## config.mk

```make
export PLATFORM = sky130hd
export DESIGN_NAME = braille_cell_utf8_store_core
export DESIGN_NICKNAME = d
export VERILOG_FILES = /design/src/hw/rtl/bcus_pkg.sv /design/src/hw/rtl/bcus_ctrl.sv /design/src/hw/rtl/bcus_dp.sv /design/src/hw/rtl/braille_cell_utf8_store_core.sv
export SDC_FILE = /design/constraint.sdc
export NUM_CORES = 1
export LEC_CHECK = 0
export ABC_AREA = 1
export ABC_CLOCK_PERIOD_IN_PS = 2600
export BUFFER_PORTS_ARGS = -buffer_cell sky130_fd_sc_hd__clkbuf_2
export CAP_MARGIN = 20
export CORE_AREA = 4 4 126 128
export CTS_BUF_LIST = sky130_fd_sc_hd__clkbuf_8
export CTS_CLUSTER_DIAMETER = 200
export DETAILED_ROUTE_END_ITERATION = 12
export DIE_AREA = 0 0 130 132
export PLACE_DENSITY = 0.78
export SETUP_SLACK_MARGIN = 0.5
export SLEW_MARGIN = 20
export SYNTH_ARGS = -nofsm -noshare
export SYNTH_HDL_FRONTEND = slang
export SYNTH_HIERARCHICAL = 1
export SYNTH_SLANG_ARGS = --single-unit
```

## constraint.sdc

```tcl
create_clock -name i_clk -period 2.6 [get_ports i_clk]
set_input_delay 0.26 -clock i_clk [delete_from_list [all_inputs] [get_ports i_clk]]
set_output_delay 0.26 -clock i_clk [all_outputs]
set_load 0.05 [all_outputs]
```

## src/hw/rtl/bcus_pkg.sv

```systemverilog
// package for the braille cell utf-8 store: sizes, op codes, word types
// and the command/status structs between controller and datapath
// no dependencies
`timescale 1ns / 1ps

package bcus_pkg;

    localparam int MAX_CELLS = 16;
    localparam int IDX_W     = (MAX_CELLS > 1) ? $clog2(MAX_CELLS) : 1;
    localparam int CNT_W     = $clog2(MAX_CELLS + 1);
    localparam int CFG_W     = 5;

    localparam logic [CFG_W-1:0] CELL_COUNT_RST = CFG_W'(16);

    // op codes of an input word
    localparam logic [1:0] OP_BYTE   = 2'd0;
    localparam logic [1:0] OP_END    = 2'd1;
    localparam logic [1:0] OP_GET    = 2'd2;
    localparam logic [1:0] OP_UNUSED = 2'd3;

    // utf-8 braille framing
    localparam logic [7:0] UTF_LEAD      = 8'hE2;
    localparam logic [7:0] UTF_MID_MASK  = 8'hFC;
    localparam logic [7:0] UTF_MID_BASE  = 8'hA0;
    localparam logic [7:0] UTF_CONT_MASK = 8'hC0;
    localparam logic [7:0] UTF_CONT_BASE = 8'h80;
    localparam logic [7:0] UTF_LOW_MASK  = 8'h3F;

    // position within a three-byte character
    localparam logic [1:0] PH_LEAD = 2'd0;
    localparam logic [1:0] PH_MID  = 2'd1;
    localparam logic [1:0] PH_LAST = 2'd2;

    typedef struct packed {
        logic [1:0] op;
        logic [7:0] data_byte;
    } t_in_item;

    typedef struct packed {
        logic [7:0] out_byte;
        logic       last;
        logic       empty_res;
    } t_out_item;

    typedef struct packed {
        logic parse;     // take a payload byte
        logic finish;    // close the payload
        logic rb_start;  // rewind the readback counters
        logic emit;      // drive one readback word
    } t_cmd;

    typedef struct packed {
        logic rb_empty;  // every cell in use is blank
        logic rb_final;  // current readback byte is the final one
    } t_stat;

endpackage

```

## src/hw/rtl/bcus_ctrl.sv

```systemverilog
// controller for the braille cell store: idle / readback state machine
// depends on bcus_pkg
`timescale 1ns / 1ps

module bcus_ctrl import bcus_pkg::*; (
    input  logic     i_clk,
    input  logic     i_rst_n,
    input  logic     i_start,
    input  logic [1:0] i_op,
    input  t_stat    i_stat,
    output t_cmd     o_cmd,
    output logic     o_busy
);

    localparam logic ST_IDLE = 1'b0;
    localparam logic ST_EMIT = 1'b1;

    logic r_state;
    logic n_state;

    always_comb begin
        o_cmd   = '0;
        n_state = r_state;
        case (r_state)
            ST_IDLE: begin
                if (i_start) begin
                    o_cmd.parse    = (i_op == OP_BYTE);
                    o_cmd.finish   = (i_op == OP_END);
                    o_cmd.rb_start = (i_op == OP_END) || (i_op == OP_GET);
                    if ((i_op == OP_END) || (i_op == OP_GET)) begin
                        n_state = ST_EMIT;
                    end
                end
            end
            ST_EMIT: begin
                o_cmd.emit = 1'b1;
                if (i_stat.rb_empty || i_stat.rb_final) begin
                    n_state = ST_IDLE;
                end
            end
            default: begin
                n_state = ST_IDLE;
            end
        endcase
    end

    always_ff @(posedge i_clk) begin
        if (!i_rst_n) begin
            r_state <= ST_IDLE;
        end else begin
            r_state <= n_state;
        end
    end

    assign o_busy = (r_state == ST_EMIT);

endmodule

```

## src/hw/rtl/bcus_dp.sv

```systemverilog
// datapath for the braille cell store: cell array, utf-8 parser,
// readback counters and the registered result word; depends on bcus_pkg
`timescale 1ns / 1ps

module bcus_dp import bcus_pkg::*; (
    input  logic             i_clk,
    input  logic             i_rst_n,
    input  logic             i_cfg_we,
    input  logic [CFG_W-1:0] i_cfg_data,
    input  logic [7:0]       i_data_byte,
    input  t_cmd             i_cmd,
    output t_stat            o_stat,
    output logic             o_strobe,
    output t_out_item        o_result
);

    logic [CFG_W-1:0]     r_cell_count;
    logic [7:0]           r_cells [MAX_CELLS];
    logic [MAX_CELLS-1:0] r_nz;
    logic [CNT_W-1:0]     r_wi;
    logic [1:0]           r_phase;
    logic [7:0]           r_held;
    logic                 r_stopped;
    logic [IDX_W-1:0]     r_rb_idx;
    logic [1:0]           r_rb_ph;
    logic                 r_strobe;
    t_out_item            r_result;

    logic [CNT_W-1:0]     use_n;
    logic [MAX_CELLS-1:0] use_mask;
    logic [MAX_CELLS-1:0] live;
    logic [IDX_W-1:0]     hi;
    logic [7:0]           new_cell;
    logic                 cell_wr;
    logic [7:0]           rd_cell;
    t_out_item            n_result;

    // cells in use, saturated
    always_comb begin
        if (int'(r_cell_count) > MAX_CELLS) begin
            use_n = CNT_W'(MAX_CELLS);
        end else begin
            use_n = CNT_W'(r_cell_count);
        end
        for (int i = 0; i < MAX_CELLS; i++) begin
            use_mask[i] = (i < int'(use_n));
        end
    end

    // last non-blank cell in use
    assign live = r_nz & use_mask;
    always_comb begin
        hi = '0;
        for (int i = 0; i < MAX_CELLS; i++) begin
            if (live[i]) begin
                hi = IDX_W'(i);
            end
        end
    end

    assign o_stat.rb_empty = ~|live;
    assign o_stat.rb_final = (r_rb_ph == PH_LAST) && (r_rb_idx == hi);

    // parser
    assign new_cell = {r_held[1:0], i_data_byte[5:0]};
    assign cell_wr  = i_cmd.parse && !r_stopped && (r_wi < use_n) && (r_phase == PH_LAST)
                      && ((i_data_byte & UTF_CONT_MASK) == UTF_CONT_BASE);

    always_ff @(posedge i_clk) begin
        if (!i_rst_n) begin
            r_cell_count <= CELL_COUNT_RST;
        end else if (i_cfg_we) begin
            r_cell_count <= i_cfg_data;
        end
    end

    always_ff @(posedge i_clk) begin
        if (!i_rst_n) begin
            r_wi      <= '0;
            r_phase   <= PH_LEAD;
            r_held    <= '0;
            r_stopped <= 1'b0;
        end else if (i_cmd.finish) begin
            r_wi      <= '0;
            r_phase   <= PH_LEAD;
            r_held    <= '0;
            r_stopped <= 1'b0;
        end else if (i_cmd.parse && !r_stopped) begin
            if (r_wi >= use_n) begin
                r_stopped <= 1'b1;
            end else begin
                case (r_phase)
                    PH_LEAD: begin
                        if (i_data_byte != UTF_LEAD) begin
                            r_stopped <= 1'b1;
                        end else begin
                            r_phase <= PH_MID;
                        end
                    end
                    PH_MID: begin
                        if ((i_data_byte & UTF_MID_MASK) != UTF_MID_BASE) begin
                            r_stopped <= 1'b1;
                        end else begin
                            r_held  <= i_data_byte;
                            r_phase <= PH_LAST;
                        end
                    end
                    default: begin
                        if (!cell_wr) begin
                            r_stopped <= 1'b1;
                        end else begin
                            r_wi    <= r_wi + CNT_W'(1);
                            r_phase <= PH_LEAD;
                            r_held  <= '0;
                            if ((r_wi + CNT_W'(1)) >= use_n) begin
                                r_stopped <= 1'b1;
                            end
                        end
                    end
                endcase
            end
        end
    end

    // cell storage, blank flags mark cells that read as zero
    always_ff @(posedge i_clk) begin
        if (cell_wr) begin
            r_cells[r_wi[IDX_W-1:0]] <= new_cell;
        end
    end

    always_ff @(posedge i_clk) begin
        if (!i_rst_n) begin
            r_nz <= '0;
        end else if (cell_wr) begin
            r_nz[r_wi[IDX_W-1:0]] <= (new_cell != 8'h00);
        end else if (i_cmd.finish) begin
            for (int i = 0; i < MAX_CELLS; i++) begin
                if ((i >= int'(r_wi)) && use_mask[i]) begin
                    r_nz[i] <= 1'b0;
                end
            end
        end
    end

    // readback
    assign rd_cell = r_nz[r_rb_idx] ? r_cells[r_rb_idx] : 8'h00;

    always_comb begin
        n_result.last      = 1'b0;
        n_result.empty_res = 1'b0;
        case (r_rb_ph)
            PH_LEAD: n_result.out_byte = UTF_LEAD;
            PH_MID:  n_result.out_byte = UTF_MID_BASE | {6'd0, rd_cell[7:6]};
            default: begin
                n_result.out_byte = UTF_CONT_BASE | (rd_cell & UTF_LOW_MASK);
                n_result.last     = o_stat.rb_final;
            end
        endcase
        if (o_stat.rb_empty) begin
            n_result.out_byte  = 8'h00;
            n_result.last      = 1'b1;
            n_result.empty_res = 1'b1;
        end
    end

    always_ff @(posedge i_clk) begin
        if (!i_rst_n) begin
            r_rb_idx <= '0;
            r_rb_ph  <= PH_LEAD;
        end else if (i_cmd.rb_start) begin
            r_rb_idx <= '0;
            r_rb_ph  <= PH_LEAD;
        end else if (i_cmd.emit) begin
            if (r_rb_ph == PH_LAST) begin
                r_rb_ph  <= PH_LEAD;
                r_rb_idx <= r_rb_idx + IDX_W'(1);
            end else begin
                r_rb_ph  <= r_rb_ph + 2'd1;
            end
        end
    end

    always_ff @(posedge i_clk) begin
        if (!i_rst_n) begin
            r_strobe <= 1'b0;
        end else begin
            r_strobe <= i_cmd.emit;
        end
    end

    always_ff @(posedge i_clk) begin
        if (i_cmd.emit) begin
            r_result <= n_result;
        end
    end

    assign o_strobe = r_strobe;
    assign o_result = r_result;

endmodule

```

## src/hw/rtl/braille_cell_utf8_store_core.sv

```systemverilog
// top level of the braille cell utf-8 store: controller plus datapath
// depends on bcus_pkg, bcus_ctrl, bcus_dp
`timescale 1ns / 1ps

// a word is taken on a rising edge with start high and busy low. a payload
// byte (op 0) or an unused op is absorbed as it is taken and busy stays
// low. end of payload (op 1) and get (op 2) start a readback run: busy is
// high while one result word per cycle is formed: three per cell up to
// the last non-blank cell in use (at most 3 * 16 = 48), or one word for
// the empty result. words come out of a register in the cycle after they
// are formed, each for exactly one cycle with o_strobe high, and there is
// no way to hold them off; the final word of a run carries last and
// appears in the cycle busy drops, so the next command can be taken while
// it is shown. cell_count must be written by the user through i_cfg_we /
// i_cfg_data only while busy is low; the block does not enforce this.

module braille_cell_utf8_store_core import bcus_pkg::*; (
    input  logic             i_clk,
    input  logic             i_rst_n,
    input  logic             start,
    output logic             busy,
    input  t_in_item         i_item,
    input  logic             i_cfg_we,
    input  logic [CFG_W-1:0] i_cfg_data,
    output logic             o_strobe,
    output t_out_item        o_result
);

    t_cmd  cmd;
    t_stat stat;

    // sequencing of parse, finish and readback
    bcus_ctrl u_ctrl (
        .i_clk   (i_clk),
        .i_rst_n (i_rst_n),
        .i_start (start),
        .i_op    (i_item.op),
        .i_stat  (stat),
        .o_cmd   (cmd),
        .o_busy  (busy)
    );

    // cells, parser state and the result register
    bcus_dp u_dp (
        .i_clk       (i_clk),
        .i_rst_n     (i_rst_n),
        .i_cfg_we    (i_cfg_we),
        .i_cfg_data  (i_cfg_data),
        .i_data_byte (i_item.data_byte),
        .i_cmd       (cmd),
        .o_stat      (stat),
        .o_strobe    (o_strobe),
        .o_result    (o_result)
    );

endmodule

```

==> impl_results.md, run 1 <==
- Max_slew headroom: about half
- Largest area contributor in the netlist: edfxtp_1
- Hold Vio Cnt, Final: 0
- Placed cell count: 1049
- Die Y: 132 um
- Crit share post-route: 97.68%
- Gpl congestion: around 1
- Library cells used by synthesis: 48
- Number of synthesized flops with an enable pin: between 100 and 150
- Util after Layout: 72.05%
- VDD IR max: roughly 0.35 mV
- Largest net degree at the start of global routing: 37
- Via count: slightly below 7000
- Pleak: between 3 and 4 nW
- Diode count: 0
- Inserted Clock Buffers: 17
- Status: complete, no violations
- Worst-Skew Late Latency: ~0.45 ns
- Sink Count: 181
- Post-layout minimum cycle time: ~2.5 ns
- Synth top area share: between 40% and 50%
- Nets: between 900 and 1000
- CP arrival: 2.75 ns
- Share of layout cells above drive strength 1: slightly below 30%
- Slew at the pin closest to its max-slew limit: between 0.7 and 0.8 ns
- Pwr/cell area: roughly 540 nW/um^2
- RSZ-0062 raised after global routing: yes
- Die area: between 15000 and 20000 sq um
- Port Buffers: 30
- Warnings, synthesis: 6
- Mapped cell area: roughly 8500 sq um
- Worst-case clock buffer depth: 2
- Leading post-synthesis cells by cell area: edfxtp_1, dfxtp_1, o21ai_0
- CP Capture Type: register
- Fill count: around 1000
- R2R setup slack: 0.06 ns
- Core area: roughly 15000 sq um
- First-pass GRT wire length: ~36 mm
- HP Class: input port to register
- Fin. max-slew vios: 0
- CTS tree: yes
- Die Width: 130 um
- CP Launch Type: register
- DRT iter0 DRCs: about 750
- DRT Pass-1 Iters: 6
- Root Buffer: clkbuf_8
- # setup viols final: 0
- Seq/Total Area, Yosys: 58.99%
- Area grow syn2layout: 26.24%
- FFs w/ async S/R, synth: 0%
- Seq cells post-synth: approximately 180
- Syn Area/Cell: a little over 10 sq um
- Row count: 45
- Max-cap violations: 0
- Clk pin slew, worst setup/hold paths: 0.10 ns
- CP Class: register to register
- Residual DRC count: 0
- Global route overflow: 0
- Finished Layout Cells: ~1100
- Initial Util: between 50 and 60%
- GR Util All Layers: a little over a quarter
- Post-synthesis net count: 863
- Drt total wl: ~24 mm
- Peak Freq: 0.3938 GHz
- Skew final: 0.01451 ns
- H-tree levels: 4
- Synth Instances: 826
- Worst Path Required: approximately 2.8 ns
- Synth Flop Type: edfxtp_1
- Dpl hpwl: around 15 mm
- # IOs: 31
- Routed WL per cell: roughly 21 um
- DR vias/cell: 6.112
- Vias in the first global route: about 6700
- Final antenna-violating net count: 0
- Crit Path Max Fanout: 4
- Initial antenna violation count: 0
repair_timing:
action	CTS	global route
setup endpoints to repair	164	165
setup buffers	43	10
pin swaps	24	10
hold endpoints to repair	1	0
hold buffers	2	0
gates resized for setup	83	56
critical path, cell delays in order, from the launching register on:
cell     delay, ns
dfxtp_2       0.34
nor2_4        0.11
nand2_2       0.06
buf_4         0.13
buf_4         0.13
buf_4         0.12
buf_4         0.12
buf_4         0.12
buf_4         0.12
buf_4         0.12
buf_6         0.11
o21ai_4       0.15
o21ai_4       0.09
nor4_4        0.24
inv_2         0.12
nand3_4       0.13
o22ai_2       0.08
power by group:
group          switching (mW)  internal (mW)
Combinational           0.235          0.128
Clock                    1.03           1.31
Sequential             0.0125           3.10
Total                    1.28           4.54
state kept, by name, summed over array words and instances (netlist names), 2 cells and up, named ones only:
| register | flops |
|---|---|
| u_dp/r_phase | 2 |
| u_dp/r_cells | 128 |
| u_dp/r_rb_idx | 4 |
| u_dp/r_held | 2 |
| u_dp/o_result | 10 |
| u_dp/r_rb_ph | 2 |
| u_dp/r_wi | 5 |
| u_dp/r_cell_count | 5 |
| u_dp/r_nz | 16 |
metrics by stage:
stage	cell area (sq um)	setup TNS [ns]	power [mW]	setup slack, ns	hold slack (ns)
after floorplan	8653	0	3.336	0.3079	0.3589
after global placement	9181	0	3.441	0.08158	0.4484
after detailed placement	9181	-0.2084	3.447	-0.07093	0.4618
after CTS	10410	0	5.793	0.1925	0.06681
after global routing	10710	-0.5938	6.000	-0.07484	0.08070
final	10710	0	5.821	0.06033	0.09073
logic make-up after synthesis:
logic type | after synthesis | share of synthesized area (%)
AOI/OAI and AO/OA | 239 | 16.22
and+or+nand+nor | 218 | 11.74
DFF | 181 | 58.99
buffers and inverters | 134 | 6.209
muxes | 32 | 3.775
adders and majority gates | 18 | 2.655
xor gates and xnor gates | 4 | 0.4129
per-layer routing:
layer,routed length (um),global-route usage [%]
met3,1835,5.916
met4,1175,11.66
met5,0,0
met1,9112,36.03
met2,11590,43.87
cell usage in the layout, fill, tap and decap left out, types with 5 or more instances in the layout:
cell and instances:
buf_4 61, a21oi_1 77, nor2_4 20, o21ai_0 77, inv_4 5, inv_1 80, clkbuf_8 19, edfxtp_1 138
ha_1 18, inv_6 5, a21oi_2 13, nor2_2 6, o211ai_1 24, dfxtp_1 37, nand3_2 5, bufinv_16 6
buf_12 9, inv_2 9, o22ai_1 6, mux2i_1 32, a211oi_2 5, nand3_1 21, o21ai_2 8, nor3_4 5
clkbuf_2 30, o21ai_1 6, nand4_1 6, nand2_1 78, buf_6 18, nand2_2 14, nor2_1 43
synth_stat cells, types with 2 or more instances:
cell and n:
nand4_1 6, o31ai_1 3, mux2i_1 32, inv_2 10
o22ai_1 6, a211oi_1 6, o211ai_1 24, edfxtp_1 138
a311oi_1 6, o21ai_0 91, nor2_1 64, inv_1 90
nand3_1 22, dfxtp_1 43, nor4_1 4, nor3_1 8
nand2_1 92, xor2_1 4, ha_1 18, a21oi_1 89
nand3_2 5, clkbuf_1 21, nand3b_1 2, nor2_2 2
buf_2 8, nor2_4 3, a31oi_1 2, nand2_2 7
cell type report:
cell class                      count  area (sq um)  share of cell area, %
Tap cell                          188         235.2                  2.196
Multi-Input combinational cell    511          3452                  32.23
Inverter                          102         447.9                  4.182
Sequential cell                   181          5020                  46.87
Clock inverter                     13         240.2                  2.243
Clock buffer                       19         261.5                  2.442
Timing Repair Buffer              122          1054                  9.836
path summary, 6_finish.rpt:
kind / startpoint / end / depth (start not counted)
setup reg to reg: u_dp/r_cell_count[2]$_SDFFE_PN0P_ / u_dp/o_result[2]$_SDFFCE_PP0P_ / 16
hold reg to reg: u_dp/r_stopped$_SDFFE_PP0P_ / u_dp/r_stopped$_SDFFE_PP0P_ / 2
setup / recovery: u_dp/r_cell_count[2]$_SDFFE_PN0P_ / u_dp/o_result[2]$_SDFFCE_PP0P_ / 16
hold / removal: i_cfg_data[2] / u_dp/r_cell_count[2]$_SDFFE_PN0P_ / 3
(Power assumes the default switching activity.)
==> run 2: changes to the inputs <==
CORE_AREA = 4 4 150 109   (was 4 4 126 128)
DIE_AREA = 0 0 154 113   (was 0 0 130 132)
PLACE_DENSITY = 0.77   (was 0.78)
==> run 2 against run 1 <==
Register-to-register slack about the same. Count of clock-buffer cells in the layout decreased by 1. First-iteration DRC count increased by 37%. Cell count increased by 2.1%. Sequential power about the same. Setup slack got worse by 0.0025 ns. Global-route usage decreased by 0.45 points. Combinational power increased by 9.9%. Wire length increased by 12%. Power decreased by 7.4%.
==> impl_results.md, run 2 (synthesis results as in run 1) <==
- Pwr/cell area: 499.0 nW/um^2 (-8.2%)
- Placed cell count: 1068 (+1.8%)
- CP arrival: 2.90 ns (+0.15 ns)
- Residual DRC count: 0 (unchanged)
- Crit share post-route: 97.77% (about the same)
- Worst setup startpoint: u_dp/r_cell_count[2]$_SDFFE_PN0P_
- DR vias/cell: 6.253 (+2.3%)
- Diode count: 0 (unchanged)
- Nets: 984 (+1.2%)
- Finished layout cell area: 10810 sq um (+0.89%)
- Reg2reg start: u_dp/r_cell_count[2]$_SDFFE_PN0P_
- Global route overflow: 0 (unchanged)
- Vias in the first global route: 6390 (-4.4%)
- Overall Power: 5.391 mW (-7.4%)
- Row count: 38 (-16%)
- Post-layout minimum cycle time: 2.542 ns (+0.002460 ns)
- CP Capture Type: register
- Area grow syn2layout: 27.36%
- Util after Layout: 71.69% (-0.36 points)
- Pleak: 3.981 nW (+1.7%)
- Largest net degree at the start of global routing: 28 (-24%)
- # setup viols final: 0 (unchanged)
- Initial antenna violation count: 0 (unchanged)
- CP max stage delay: 0.36 ns (+0.02 ns)
- Worst Path Required: 2.96 ns (+0.15 ns)
- Port Buffers: 30 (unchanged)
- Met3 usage in global routing: 8.601% (+2.7 points)
- Hold path startpoint: start
- DRT Pass-1 Iters: 7 (+1)
- Critical Path Slowest Stage Cell: dfxtp_4
- CP Launch Type: register
- Hold Vio Cnt, Final: 0 (unchanged)
- Finished Layout Cells: 1160 (+2.1%)
- Die Y: 113 um (-14%)
- DRT iter0 DRCs: 1027 (+37%)
- VDD IR max: 0.3356 mV (-3.0%)
- Clk pin slew, worst setup/hold paths: 0.10 ns (about the same)
- GRT met1 Usage: 38.20% (+2.2 points)
- Slew at the pin closest to its max-slew limit: 0.9064 ns (+0.1369 ns)
- Sink Count: 181 (unchanged)
- Most common cell after layout, fill and taps aside: edfxtp_1
- Buf+Inv Stages, Crit Path: 5 (-4)
- Drt total wl: 26.51 mm (+12%)
- CP Class: register to register
- Skew final: 0.02071 ns (+0.006202 ns)
- Crit path max-delay family: simple AND/OR/NAND/NOR gates
- Pre-CTS setup slack: 0.01916 ns (+0.09009 ns)
- Max_slew headroom: 39.07% (-9.2 points)
- HP Class: input port to register
- GRT Max-Usage Layer: met2
- CTS tree: yes
- Worst-case clock buffer depth: 2 (unchanged)
- RSZ-0062 raised after global routing: yes
- Initial Util: 56.29% (-0.79 points)
- H-tree levels: 4 (unchanged)
- Setup WS post-layout: 0.05787 ns (-0.002460 ns)
- Share of layout cells above drive strength 1: 30.63% (+1.2 points)
- Root Buffer: clkbuf_8
- Dpl cell area: 9280 sq um (+1.1%)
- Final antenna-violating net count: 0 (unchanged)
- Worst-Skew Late Latency: 0.47 ns (+0.02 ns)
- # IOs: 31 (unchanged)
- Gpl congestion: 1.038 (+1.7%)
- Status: complete, no violations
- Die area: 17400 sq um (+1.4%)
- Final Hold Slack: 0.06627 ns (-0.02446 ns)
- GR Layer Usage met2: 39.71% (-4.2 points)
- Via count: 7254 (+4.5%)
- First-pass GRT wire length: 35.76 mm (-1.4%)
- GR Util All Layers: 26.94% (-0.45 points)
- Peak Freq: 0.3934 GHz (about the same)
- Commonest cells after routing, fill and taps aside: edfxtp_1, inv_1, o21ai_0, a21oi_1, nand2_1
- Crit-path cells: nor2_4, nand2_2, nand2_2, inv_2, nor2_1, inv_1, ha_1, nand2_1, inv_2, nand3b_1, o211a_1, nand2_4, buf_6, nand2_8, inv_6, nand2_2, a21oi_2, a311oi_2
- Setup Total Neg Slack: 0 ns (unchanged)
- Inserted Clock Buffers: 17 (unchanged)
- Dpl hpwl: 15.69 mm (+6.4%)
- Fin. max-slew vios: 0 (unchanged)
- Die Width: 154 um (+18%)
- Max-cap violations: 0 (unchanged)
- Core area: 15070 sq um (+1.4%)
- Largest register FFs: 128 (unchanged)
- CP dominant cell by count: nand2_2
- Crit Path Max Fanout: 7 (+3)
- Routed WL per cell: 22.86 um (+9.5%)
-- run 2: cell types whose count changed in the layout (fill, tap and decap cells not counted), moves of 3 or more --
| cell | previous run | this run |
|---|---|---|
| buf_4 | 61 | 68 |
| clkinvlp_4 | 3 | 0 |
| inv_8 | 2 | 7 |
| buf_12 | 9 | 12 |
| bufinv_16 | 6 | 0 |
| o21ai_2 | 8 | 4 |
| a21oi_2 | 13 | 10 |
| nand2_1 | 78 | 74 |
| inv_2 | 9 | 12 |
-- run 2: worst reg2reg max path, delay by kind of cell (launching register included) --
| kind | cells | cell delay (ns) |
|---|---|---|
| buf+inv | 5 | 0.37 |
| fa+ha+maj | 1 | 0.26 |
| flops | 1 | 0.36 |
| simple gates | 9 | 0.82 |
| compound gates | 3 | 0.62 |
-- run 2: what timing repair did --
item,4_1_cts,5_1_grt
setup buffers,32,25
pin swaps,23,33
gates resized for setup,70,75
setup endpoints to repair,164,163
hold endpoints to repair,1,0
gates cloned,1,0
hold buffers,2,0
-- run 2: report_power, final --
group | switching [mW] | internal, mW
Combinational | 0.258 | 0.141
Sequential | 0.0137 | 3.10
Clock | 1.14 | 0.738
Total | 1.41 | 3.98
-- run 2: path summary, 6_finish.rpt --
check	to	slack [ns]	depth (start not counted)
worst min-delay path	u_ctrl/o_busy$_SDFF_PN0_	0.07	3
worst max-delay path	u_dp/r_nz[8]$_SDFFE_PN0P_	0.06	18
worst max register to register	u_dp/r_nz[8]$_SDFFE_PN0P_	0.06	18
worst min register to register	u_dp/r_stopped$_SDFFE_PP0P_	0.47	2
-- run 2: area by class of cell --
cell class	count	area, sq um
Sequential cell	181	5022
Fill cell	973	4267
Multi-Input combinational cell	511	3518
Timing Repair Buffer	134	1189
Inverter	102	442.9
Tap cell	200	250.2
Clock buffer	18	247.7
Clock inverter	14	135.1
-- run 2: routing by layer --
layer	wire length, um	vias up
met2	11560	576
met5	0	-
met4	1344	0
li1	-	3175
met3	3461	155
met1	10150	3348
==> run 3: changes to the inputs <==
PLACE_DENSITY = 0.75   (was 0.77)
==> run 3 against run 2 <==
Via count is 5.5% lower. Core utilization is 2.1 points lower. Power is 2.5% higher. Non-clock buffer count is 17 lower. Clock power is 11% higher. Global-route usage is 0.051 points lower. Clock skew is 0.0069 ns lower. Setup slack better by 0.050 ns. Sequential share of layout area is 1.4 points higher. First-iteration DRC count is 11% lower. Wire length is 11% lower.
==> impl_results.md, run 3 (synthesis results as in run 1) <==
- Residual DRC count: 0 (unchanged)
- Skew final: 0.01378 ns (-0.006928 ns)
- Nets: 967 (-1.7%)
- CP Launch Type: register
- Global route overflow: 0 (unchanged)
- Slew at the pin closest to its max-slew limit: 1.226 ns (+0.3195 ns)
- Routed WL per cell: 20.73 um (-9.3%)
- Post-layout minimum cycle time: 2.492 ns (-0.04982 ns)
- Inserted Clock Buffers: 17 (unchanged)
- CP Capture Type: register
- Overall Power: 5.525 mW (+2.5%)
- Hold path startpoint: i_cfg_data[4]
- Pre-CTS setup slack: 0.01814 ns (-0.001016 ns)
- Area grow syn2layout: 23.61%
- Sink Count: 181 (unchanged)
- Max_slew headroom: 17.52% (-22 points)
- Largest net degree at the start of global routing: 33 (+18%)
- Crit Path Max Fanout: 9 (+2)
- Clk pin slew, worst setup/hold paths: 0.09 ns (about the same)
- VDD IR max: 0.4783 mV (+43%)
- H-tree levels: 4 (unchanged)
- Port Buffers: 30 (unchanged)
- Die Y: 113 um (unchanged)
- Worst-case reg-to-reg path depth: 16 (-2)
- Finished Layout Cells: 1143 (-1.5%)
- Fin. max-slew vios: 0 (unchanged)
- Initial antenna violation count: 0 (unchanged)
- Largest register FFs: 128 (unchanged)
- DRT iter0 DRCs: 910 (-11%)
- Hold Vio Cnt, Final: 0 (unchanged)
- Final antenna-violating net count: 0 (unchanged)
- DR vias/cell: 5.997 (-4.1%)
- CP arrival: 2.67 ns (-0.23 ns)
- Fill count: 1054 (+8.3%)
- Setup WS post-layout: 0.1077 ns (+0.04982 ns)
- CTS tree: yes
- Met1 WL: 10.09 mm (-0.62%)
- Pwr/cell area: 526.8 nW/um^2 (+5.6%)
- Row count: 38 (unchanged)
- Worst-Skew Late Latency: 0.46 ns (about the same)
- Buf+Inv Stages, Crit Path: 6 (+1)
- Vias in the first global route: 6452 (+0.97%)
- Setup Total Neg Slack: 0 ns (unchanged)
- Dpl hpwl: 15.88 mm (+1.2%)
- Die Width: 154 um (unchanged)
- RSZ-0062 raised after global routing: yes
- CP max stage delay: 0.36 ns (about the same)
- Pleak: 3.875 nW (-2.7%)
- Root Buffer: clkbuf_8
- Reg2reg start: u_dp/r_cell_count[2]$_SDFFE_PN0P_
- Placed cell count: 1064 (-0.37%)
- Met2 Wirelength: 10.31 mm (-11%)
- Crit-path cells: nor2_4, nand2_2, nand2_2, inv_2, nor2_1, inv_1, ha_1, nand2_1, inv_2, nand3b_1, o211a_1, nand2_4, buf_12, buf_4, nor3_2, buf_6
- Final Hold Slack: 0.02352 ns (-0.04274 ns)
- Commonest cells after routing, fill and taps aside: edfxtp_1, nand2_1, a21oi_1
- Peak Freq: 0.4012 GHz (+2.0%)
- First-pass GRT wire length: 35.69 mm (-0.19%)
- GR Util All Layers: 26.89% (-0.051 points)
- Diode count: 0 (unchanged)
- Most common cell after layout, fill and taps aside: edfxtp_1
- Via count: 6854 (-5.5%)
- Highest metal layer with signal wires: met4
- Initial Util: 56.29% (unchanged)
- Worst setup startpoint: u_dp/r_cell_count[2]$_SDFFE_PN0P_
- WP depth: 16 (-2)
- # setup viols final: 0 (unchanged)
- Worst-case clock buffer depth: 2 (unchanged)
- DRT Pass-1 Iters: 6 (-1)
- Share of layout cells above drive strength 1: 27.89% (-2.7 points)
- Gpl congestion: 1.027 (-1.1%)
- Metal3 WL: 2.570 mm (-26%)
- Reg area: 5026 sq um (about the same)
- Area taken by multi-input logic gates: 3351 sq um (-4.8%)
- CP Class: register to register
- Hold Path Depth: 3 (unchanged)
- Crit share post-route: 95.86% (-1.9 points)
- Max-cap violations: 0 (unchanged)
- Status: complete, no violations
- Die area: 17400 sq um (unchanged)
- Crit path max-delay family: simple AND/OR/NAND/NOR gates
- Worst Path Required: 2.78 ns (-0.18 ns)
- Drt total wl: 23.69 mm (-11%)
- # IOs: 31 (unchanged)
- Critical Path Slowest Stage Cell: dfxtp_4
- Core area: 15070 sq um (unchanged)
- HP Class: input port to register
[run 3: worst reg2reg max path: stages (launching register included)]
cell	delay (ns)
dfxtp_4	0.36
nor2_4	0.11
nand2_2	0.07
nand2_2	0.08
inv_2	0.04
nor2_1	0.07
inv_1	0.06
ha_1	0.27
nand2_1	0.07
inv_2	0.04
nand3b_1	0.08
o211a_1	0.21
nand2_4	0.13
buf_12	0.16
buf_4	0.13
nor3_2	0.13
buf_6	0.19
[run 3: power breakdown]
part	leakage (nW)	switching [mW]	total (mW)	internal [mW]
Combinational	1.99	0.214	0.326	0.112
Sequential	1.66	0.0126	3.12	3.10
Clock	0.220	1.03	2.08	1.06
Total	3.87	1.26	5.52	4.27
[run 3: area by class of cell]
cell class              instances  share of cell area (%)
clock inverters                15                   1.897
clock buffers                  17                   2.231
repair buffers                117                   9.520
well taps                     200                   2.386
inverters                     102                   4.092
flip-flops and latches        181                   47.92
multi-input cells             511                   31.95
[run 3: worst paths after layout]
kind,endpoint,slack [ns]
setup / recovery,u_dp/r_cells[11][5]$_DFFE_PP_,0.11
hold / removal,u_dp/r_cell_count[4]$_SDFFE_PN1P_,0.02
setup reg to reg,u_dp/r_cells[11][5]$_DFFE_PP_,0.11
hold reg to reg,u_dp/r_stopped$_SDFFE_PP0P_,0.47
[run 3: repair_timing]
item                       CTS  global route
setup buffers               38             9
hold buffers                 0             0
resized for setup           51            54
setup endpoints to repair  163           165
pin swaps                   20            25
[run 3: metrics by stage]
stage,util [%],area (sq um)
floorplan,-,8653
global placement,61.17,9219
detailed placement,61.17,9219
CTS,67.74,10210
global route,69.58,10490
finish,69.58,10490
[run 3: layer usage]
layer | vias to the layer above | GRT usage [%]
met5 | - | 0
met4 | 0 | 8.882
met3 | 72 | 7.645
met2 | 400 | 40.23
met1 | 3246 | 38.24
li1 | 3136 | -
